===== src/bfpr_pkg.sv =====
// ----------------------------------------------------------------------------
// bfpr_pkg
// shared types and constants of the pull-style edge relaxation engine
// ----------------------------------------------------------------------------
package bfpr_pkg;

  localparam int NODES       = 1024;
  localparam int NODE_W      = $clog2(NODES);
  localparam int DIST_W      = 30;
  localparam int WEIGHT_W    = 24;
  localparam int OP_W        = 3;
  localparam int OWN_W       = 11;
  localparam int QDEPTH      = 4;
  localparam int QPTR_W      = $clog2(QDEPTH);
  localparam int QCNT_W      = QPTR_W + 1;
  localparam int IN_TDATA_W  = 80;
  localparam int OUT_TDATA_W = 32;

  localparam logic [DIST_W-1:0] DIST_INF = {DIST_W{1'b1}};

  localparam logic [OP_W-1:0] OPC_INIT   = 3'd0;
  localparam logic [OP_W-1:0] OPC_SET    = 3'd1;
  localparam logic [OP_W-1:0] OPC_READ   = 3'd2;
  localparam logic [OP_W-1:0] OPC_RELAX  = 3'd3;
  localparam logic [OP_W-1:0] OPC_COMMIT = 3'd4;

  typedef enum logic [2:0] {
    K_INIT,
    K_SET,
    K_READ,
    K_RELAX,
    K_COMMIT,
    K_NOP
  } kind_t;

  typedef struct packed {
    kind_t               kind;
    logic [NODE_W-1:0]   node;
    logic [NODE_W-1:0]   neighbour;
    logic [WEIGHT_W-1:0] weight;
    logic                edge_valid;
    logic                last_edge;
    logic [DIST_W-1:0]   value;
  } item_t;

endpackage


===== src/bfpr_front.sv =====
// ----------------------------------------------------------------------------
// bfpr_front
// accepts input transactions, decodes the opcode and queues the items
// ----------------------------------------------------------------------------
module bfpr_front (
  input  logic                             clk,
  input  logic                             rst_n,
  input  logic                             in_tvalid,
  output logic                             in_tready,
  input  logic [bfpr_pkg::IN_TDATA_W-1:0]  in_tdata,
  input  logic [bfpr_pkg::OP_W-1:0]        in_tuser,
  input  logic                             in_tlast,
  output logic                             q_valid,
  output bfpr_pkg::item_t                  q_item,
  input  logic                             q_pop
);
  import bfpr_pkg::*;

  item_t              q_r [QDEPTH];
  logic [QPTR_W-1:0]  wr_ptr_r;
  logic [QPTR_W-1:0]  rd_ptr_r;
  logic [QCNT_W-1:0]  cnt_r;
  logic [QCNT_W-1:0]  cnt_nxt;
  item_t              dec;
  logic               push;

  always_comb begin
    unique case (in_tuser)
      OPC_INIT:   dec.kind = K_INIT;
      OPC_SET:    dec.kind = K_SET;
      OPC_READ:   dec.kind = K_READ;
      OPC_RELAX:  dec.kind = K_RELAX;
      OPC_COMMIT: dec.kind = K_COMMIT;
      default:    dec.kind = K_NOP;
    endcase
    dec.node       = in_tdata[9:0];
    dec.neighbour  = in_tdata[19:10];
    dec.weight     = in_tdata[43:20];
    dec.edge_valid = in_tdata[44];
    dec.last_edge  = in_tlast;
    dec.value      = in_tdata[74:45];
  end

  assign in_tready = (cnt_r != QCNT_W'(QDEPTH));
  assign push      = in_tvalid && in_tready;
  assign q_valid   = (cnt_r != '0);
  assign q_item    = q_r[rd_ptr_r];

  always_comb begin
    cnt_nxt = cnt_r;
    if (push && !q_pop) begin
      cnt_nxt = cnt_r + QCNT_W'(1);
    end else if (!push && q_pop) begin
      cnt_nxt = cnt_r - QCNT_W'(1);
    end
  end

  always_ff @(posedge clk) begin
    if (push) begin
      q_r[wr_ptr_r] <= dec;
    end
  end

  always_ff @(posedge clk) begin
    if (!rst_n) begin
      wr_ptr_r <= '0;
      rd_ptr_r <= '0;
      cnt_r    <= '0;
    end else begin
      if (push) begin
        wr_ptr_r <= wr_ptr_r + QPTR_W'(1);
      end
      if (q_pop) begin
        rd_ptr_r <= rd_ptr_r + QPTR_W'(1);
      end
      cnt_r <= cnt_nxt;
    end
  end

endmodule


===== config.mk =====
export PLATFORM = sky130hd
export DESIGN_NAME = bfpr_front
export DESIGN_NICKNAME = d
export VERILOG_FILES = /design/src/bfpr_pkg.sv /design/src/bfpr_front.sv
export SDC_FILE = /design/constraint.sdc
export NUM_CORES = 1
export LEC_CHECK = 0
export BUFFER_PORTS_ARGS = -buffer_cell sky130_fd_sc_hd__buf_2
export CAP_MARGIN = 20
export CORE_UTILIZATION = 55
export DETAILED_ROUTE_END_ITERATION = 12
export GPL_TIMING_DRIVEN = 0
export PLACE_DENSITY = 0.77
export SYNTH_ARGS = -nofsm -noshare
export SYNTH_HDL_FRONTEND = slang
export SYNTH_SLANG_ARGS = --single-unit
export TNS_END_PERCENT = 1

===== constraint.sdc =====
create_clock -name clk -period 4.5 [get_ports clk]
set_input_delay 1.35 -clock clk [delete_from_list [all_inputs] [get_ports clk]]
set_output_delay 1.35 -clock clk [all_outputs]
set_load 0.02 [all_outputs]

Word-level counts from Yosys, hierarchy flattened
Memories as Yosys holds them, arrays and structs flattened. A register that Yosys moved wholly into a read port is not among the register bits.
Cells that the tools add are included.
Operators by class
  eq/ne operators: 5
  reductions and logical operators: 8
  mux-type cells: 7
  add/sub/neg operators: 4
Operator list (count)
  $pmux 3 s5: 1
  $eq 3x2->1 const B: 2
  $mux 3: 2
  $add 2x1->2 const B: 2
  $mux 2: 2
  $add 3x1->3 const B: 1
  $eq 3x1->1 const B: 1
  $eq 3x3->1 const B: 1
  $logic_and 1x1->1: 3
  $logic_not 3->1: 1
  $ne 3x3->1 const B: 1
  $reduce_bool 3->1: 1
  $sub 3x1->3 const B: 1
  $logic_not 1->1: 2
  $mux 1: 2
  $reduce_bool 2->1: 1
Word-level totals
  memories: 1
  bits of input ports: 88
  RAM bits: 316
  output and inout port bits: 81
  flip-flop bits (word level): 7
Memory list
  q_r: words 4, width 79, read ports 1, clocked after Yosys merged registers in 1, write ports 1, line bfpr_front.sv:19  | item_t q_r [QDEPTH];

Longest topological paths before layout
Gate-level depths: netlist of the first run.
  depth after elaboration: 6
  depth in mapped cells: 8
  mapped depth without buffers: 8

Worst setup path after synthesis of the first run
No wires, ideal clock.
  kind: input to register
  from: input port in_tvalid
  to: memory q_r[0][0] (netlist name), enable pin
  path buffers: 0
  library setup time: 446 ps
  arrival: 3511 ps
  slack: 543 ps
  cell stages on the path: 2
  cell sequence: a21boi_2 -> and2_1
On the way
  word-level cells in the longest chain between the ends: 3
Ends and longest elaborated chain
  start: declaration: line bfpr_front.sv:8  | input logic in_tvalid,
  $logic_and 1x1->1: line bfpr_front.sv:45  | assign push = in_tvalid && in_tready;
  $mux 1: line bfpr_front.sv:59  | if (push) begin
  $mux 1 (implied by the code): line bfpr_front.sv:60  | q_r[wr_ptr_r] <= dec;
  end: declaration: line bfpr_front.sv:19
Every way passes these cells.

==> results of run 1 <==
==> layer usage <==
metal  track usage  share of wire  vias up  wire length (microns)
li1              -              -     2389                      -
met1         0.246           0.40     2804                   8320
met2         0.329           0.52      155                  10700
met3        0.0440          0.057       34                   1170
met4        0.0582          0.020        0                    410
met5             0              0        -                      0
==> power by group <==
group | total, mW | switching, mW | internal (mW)
combinational | 1.05 | 0.634 | 0.420
sequential | 3.70 | 0.0715 | 3.63
clock | 2.55 | 1.03 | 1.52
total | 7.31 | 1.73 | 5.58
==> critical path: cells and delay by family (launching register included) <==
kind | cells | cell delay [ns]
DFF | 1 | 0.30
muxes | 1 | 0.43
buffers and inverters | 3 | 1.00
==> worst paths after layout <==
path               startpoint          end  cells past startpoint
setup / recovery         flop   q_item[37]                      4
hold / removal    wr_ptr_r[0]  wr_ptr_r[0]                      2
setup reg to reg     cnt_r[0]     cnt_r[2]                      8
hold reg to reg   wr_ptr_r[0]  wr_ptr_r[0]                      2
==> layout make-up <==
type	count	area, sq um	area share
flip-flops and latches	325	9670	0.682
multi-input cells	115	2070	0.146
clock buffers	50	995	0.0702
repair buffers	166	921	0.0650
well taps	275	344	0.0243
plain buffers	20	121	0.00857
clock inverters	8	31.3	0.00221
inverters	4	15.0	0.00106
diodes	1	2.50	0.000177
==> registers in the layout, indices dropped and copies added, names as in the netlist, named ones only <==
register  count
wr_ptr_r      2
cnt_r         3
q_r         316
rd_ptr_r      2
==> layout by cell type (no fill, tap or decap), types with 4 or more instances in the layout <==
cell type,n
and2_1,4
and2_4,4
buf_16,4
buf_2,171
clkbuf_1,19
clkbuf_16,37
clkinv_1,7
dfxtp_1,9
edfxtp_1,316
ha_1,5
inv_1,4
mux4_2,79
nand2_1,6
==> cells by family (layout without fill, tap and decap cells) <==
| logic type | after synthesis | after routing |
|---|---|---|
| flops | 325 | 325 |
| fa+ha+maj | 6 | 6 |
| mux | 82 | 82 |
| compound gates | 4 | 4 |
| xor+xnor | 4 | 4 |
| buf+inv | 24 | 248 |
| simple gates | 19 | 19 |
| other cells | 0 | 1 |
==> Yosys cell counts, drive strengths merged <==
cell type	count
mux4	79
nor2	1
a21o	1
mux2i	3
nand2	6
nor2b	2
clkbuf	8
dfxtp	9
ha	5
edfxtp	316
inv	4
fa	1
buf	12
or3	2
xor2	2
and2	8
a21boi	2
xnor2	2
o21ai	1
==> stage by stage <==
stage / instances / area (sq um)
CTS: 963 / 14200
detailed placement: 905 / 13100
floorplan: 464 / 11900
global placement: 901 / 13000
global route: 963 / 14200
finish: 964 / 14200
==> impl_results.md, run 1 <==
* Initial Util at 0.563
* Max-slew violations at 0
* Clk sinks at 325
* Leakage at 4.81 nW
* Crit path setup slack, layout at 0.918 ns
* Worst min path class: reg -> reg
* Synth Area in Simple Gates at 0.00854
* Vias at 5382
* Setup CP Type: reg -> out
* # setup viols final at 0
* CP cell instances: buf_2, clkbuf_1, mux4_2, buf_2
* Largest family of logic cells by synthesized area: multiplexers
* Yosys warns at 0
* Cells after synthesis at 464
* Filler cell count at 1335
* Leading area contributor after synthesis: edfxtp_1
* Final core occ at 0.672
* Post-Syn Area per Cell at 25.6 sq um
* Worst EP required at 3.15 ns
* Nets@finish at 760
* Crit Path Max Fanout at 10
* Register area share after synthesis at 0.815
* Worst skew pair latency at 0.49 ns
* Max-slew headroom at 0.524
* Status: finished clean
* Detailed-route wire length per cell at 21.4 microns
* GPL Wtd Cong at 0.703
* Final Hold Vio Count at 0
* Crit-path max cell delay at 0.58 ns
* Vias in the first global route at 5831
* TritonRoute pass-1 iters at 4
* Total power at 7.31 mW
* Critical path's most frequent cell: buf_2
* Share of layout cells above drive strength 1 at 0.439
* Root Driver: clkbuf_16
* PostCTS Resize Cnt at 0
* H-tree Lvls at 2
* IO buf count at 162
* Largest net degree at the start of global routing at 61
* Die width at 149 microns
* Initial antenna violation count at 1
* Core area at 21100 sq um
* Clock buffer count from CTS at 34
* Tightest hold margin at 0.519 ns
* Io pins at 169
* # Max-Cap Violations at 0
* Worst Setup End Kind: output port
* F_max at 279 MHz
* Pwr dens at 516 nW/um^2
* CP arrival at 2.23 ns
* Hold buffers post-CTS at 0
* CP Launch Type: flop
* Tmin final at 3.58 ns
* Slowest CP cell: clkbuf_1
* Gr usage total at 0.192
* Synthesis-to-finish area growth at 19.4%
* RSZ-0062 raised after global routing: no
* Row cnt at 53
* Post-Synth XOR/XNOR Area at 0.00295
* Setup Buffers After CTS at 0
* Pin slew with the least headroom to its limit at 0.715 ns
* Post-synthesis mux area share at 0.152
* Die Footprint at 22200 sq um
* Synth unique cells at 23
* Syn Std Cell Area at 11900 sq um
* Tcrit/Tclk final at 0.796
* Die height at 149 microns
* Post-Synth Adder-Cell Area at 0.00696
* Setup tns final at 0 ns
* Reg2Reg Setup Slack at 2.18 ns
* First-pass GRT wire length at 31.7 mm
* CTS tree: yes
* Dpl ws at 1.27 ns
* Residual DRC at 0
* Area contributors post-synth: edfxtp_1 (80%), mux4_2 (15%), dfxtp_1 (1.5%)
* #FFs+latches synth at 325
* Net Count, Synth at 558
* Gr ovfl total at 0
* Clk_skew at 0.0117 ns
* Vias per inst at 5.58
* Routed Antenna Nets at 0
* Area fraction of the dominant cell type after synthesis at 0.800
* DRT Wirelength at 20.6 mm
* Maximum vdd drop at 341 uV
* Clock tree buffer depth at 3
* Clock Pin Slew Worst Setup and Hold Paths at 0.06 ns
* Dpl hpwl at 12.5 mm
* Compound-Gate Fraction of Synth Area at 0.00264
* DRT iter0 DRCs at 227
(Power assumes the default switching activity.)
==> inputs of run 2 (changes only) <==
ABC_AREA = 1   (was unset)
clock period = 3.5 ns   (was 4.5 ns; I/O delays follow)
==> impl_results.md, run 2 <==
* Status: finished clean
* Vias at 7525 (+40%)
* Worst Setup End Kind: output port
* Share of layout cells above drive strength 1 at 0.242 (-0.197)
* Cells after synthesis at 830 (+79%)
* Row cnt at 54 (+1.9%)
* Setup Buffers After CTS at 0 (unchanged)
* TritonRoute pass-1 iters at 4 (unchanged)
* Clock buffer count from CTS at 34 (unchanged)
* Detailed-route wire length per cell at 19.6 microns (-8.4%)
* Initial antenna violation count at 4 (+3)
* # setup viols final at 0 (unchanged)
* Tmin final at 3.28 ns
* PostCTS Resize Cnt at 0 (unchanged)
* Post-Syn Area per Cell at 14.7 sq um (-43%)
* Filler cell count at 1478 (+11%)
* Register area share after synthesis at 0.794 (-0.0207)
* Gr ovfl total at 0 (unchanged)
* CP arrival at 2.23 ns (about the same)
* Max-slew headroom at 0.352 (-0.171)
* Dpl hpwl at 16.6 mm (+33%)
* Area occupied by multi-input gates at 2140 sq um (+3.6%)
* Clock Pin Slew Worst Setup and Hold Paths at 0.06 ns (about the same)
* Yosys warns at 0 (unchanged)
* Regs by FF count: q_r (316), cnt_r (3)
* RSZ-0062 raised after global routing: no
* First-pass GRT wire length at 39.5 mm (+25%)
* Post-synth EDFFs at 316 (unchanged)
* Vias in the first global route at 7372 (+26%)
* CP cell instances: buf_6, inv_4, clkbuf_1, o21ai_0, o22ai_1, buf_2
* Pin slew with the least headroom to its limit at 0.969 ns (+0.255 ns)
* Root Driver: clkbuf_16
* H-tree Lvls at 2 (unchanged)
* Clk sinks at 325 (unchanged)
* Max FFs per register at 316 (unchanged)
* Leakage at 5.22 nW (+8.5%)
* Nets@finish at 1135 (+49%)
* Routed Antenna Nets at 0 (unchanged)
* # Max-Cap Violations at 0 (unchanged)
* Residual DRC at 0 (unchanged)
* Final Hold Vio Count at 0 (unchanged)
* Crit-path max cell delay at 0.45 ns (-0.13 ns)
* Syn Std Cell Area at 12200 sq um (+2.6%)
* Worst path top cell family by delay: buffers and inverters
* Hold buffers post-CTS at 0 (unchanged)
* Area contributors post-synth: edfxtp_1 (78%), nor2_1 (5.2%), o21ai_0 (5.0%)
* Maximum vdd drop at 498 uV (+46%)
* Tcrit/Tclk final at 0.938
* Synthesis-to-finish area growth at 20.9%
* Crit path setup slack, layout at 0.217 ns (-0.700 ns)
* FF+latch area at 9670 sq um (unchanged)
* Clock tree buffer depth at 3 (unchanged)
* DRT Wirelength at 26.4 mm (+28%)
* Setup tns final at 0 ns (unchanged)
* Slowest CP cell: clkbuf_1
* Gr usage total at 0.232 (+0.0406)
* F_max at 305 MHz
* Io pins at 169 (unchanged)
* #FFs+latches synth at 325 (unchanged)
* GPL Wtd Cong at 0.767 (+9.0%)
* CP Launch Type: flop
* DRT iter0 DRCs at 472 (+110%)
* Leading area contributor after synthesis: edfxtp_1
* Initial Util at 0.560 (-0.00307)
* Pwr dens at 626 nW/um^2 (+21%)
* Most frequent cells in the layout: edfxtp_1 (316), buf_2 (177), nor2_1 (164)
* Most frequent cell after synthesis: edfxtp_1
* Vias per inst at 5.58 (about the same)
* Top_reg_cell synth: edfxtp_1
* Synth unique cells at 21 (-8.7%)
* Clk_skew at 0.0111 ns (-0.000609 ns)
* Area fraction of the dominant cell type after synthesis at 0.779 (-0.0203)
* Worst min path class: reg -> reg
* Largest net degree at the start of global routing at 30 (-51%)
* IO buf count at 163 (+0.62%)
* CTS tree: yes
* Die width at 151 microns (+1.3%)
* Commonest non-fill, non-tap cell in the layout: edfxtp_1
* Biggest register: q_r
* Dpl ws at 0.459 ns (-0.813 ns)
* Asr flop ratio synth at 0 (unchanged)
* Crit path buf inv count at 4 (+1)
* Crit Path Max Fanout at 10 (unchanged)
* Worst skew pair latency at 0.49 ns (about the same)
* Net Count, Synth at 924 (+66%)
* Max-slew violations at 0 (unchanged)
* Worst EP required at 2.45 ns (-0.70 ns)
* Core area at 21800 sq um (+3.2%)
* Die height at 151 microns (+1.3%)
* Setup CP Type: reg -> out
* Die Footprint at 22700 sq um (+2.6%)
* Post-synth top cells: edfxtp_1 (316), nor2_1 (168), o21ai_0 (121)
## run 2: cell count changes after synthesis, sizes merged, moves of 15 or more
cell    change
o21ai     +161
buf        +16
nor2      +167
clkbuf     +15
inv        +15
o22ai      +79
mux4       -79
## run 2: through the flow
step           cell area [sq um]  hold slack, ns   util  cells  power, mW
2_1_floorplan              12200           0.412      -    830       5.36
3_3_place_gp               13400           0.428  0.614   1273       5.79
3_5_place_dp               13600           0.441  0.626   1285       5.85
4_1_cts                    14700           0.458  0.676   1344       9.29
5_1_grt                    14700           0.483  0.676   1345       9.52
6_report                   14700           0.457  0.676   1348       9.21
## run 2: final timing paths
path / startpoint / slack (ns) / cells after the start / endpoint
setup / recovery: flop / 0.22 / 6 / q_item[10]
hold / removal: rd_ptr_r[1] / 0.46 / 1 / flop
setup reg to reg: cnt_r[0] / 0.98 / 6 / q_r[2][62]
hold reg to reg: rd_ptr_r[1] / 0.46 / 1 / flop
## run 2: per-layer routing
metal	GRT usage	part of all wire
met1	0.309	0.40
met2	0.384	0.49
met3	0.0569	0.090
met4	0.0650	0.016
met5	0	0.0016
## run 2: layout make-up
class                           count  area share
Inverter                           19     0.00502
Multi-Input combinational cell    435       0.146
Clock buffer                       46      0.0652
Tap cell                          280      0.0238
Clock inverter                     13     0.00808
Timing Repair Buffer              175      0.0728
Sequential cell                   325       0.657
Buffer                             51      0.0215
Antenna cell                        4    0.000680
## run 2: cells by family (layout without fill, tap and decap cells)
family                     after synthesis  count (layout)  share of synthesized area
AOI/OAI and AO/OA                      247             247                      0.110
adders and majority gates                6               6                    0.00678
buffers and inverters                   70             304                     0.0321
DFF                                    325             325                      0.794
other                                    0               4                          0
and+or+nand+nor                        182             182                     0.0570
## run 2: worst register-to-register path: cells and delay by family (launching register included)
| kind | cells | cell delay, ns |
|---|---|---|
| flip-flops | 1 | 0.35 |
| buffers and inverters | 3 | 0.52 |
| AND/OR/NAND/NOR | 3 | 1.34 |
## run 2: report_power, final
group / internal [mW] / leakage (nW) / switching, mW
logic: 0.363 / 1.73 / 0.788
registers: 4.56 / 2.97 / 0.0620
clock network: 2.07 / 0.522 / 1.37
total: 6.99 / 5.22 / 2.22
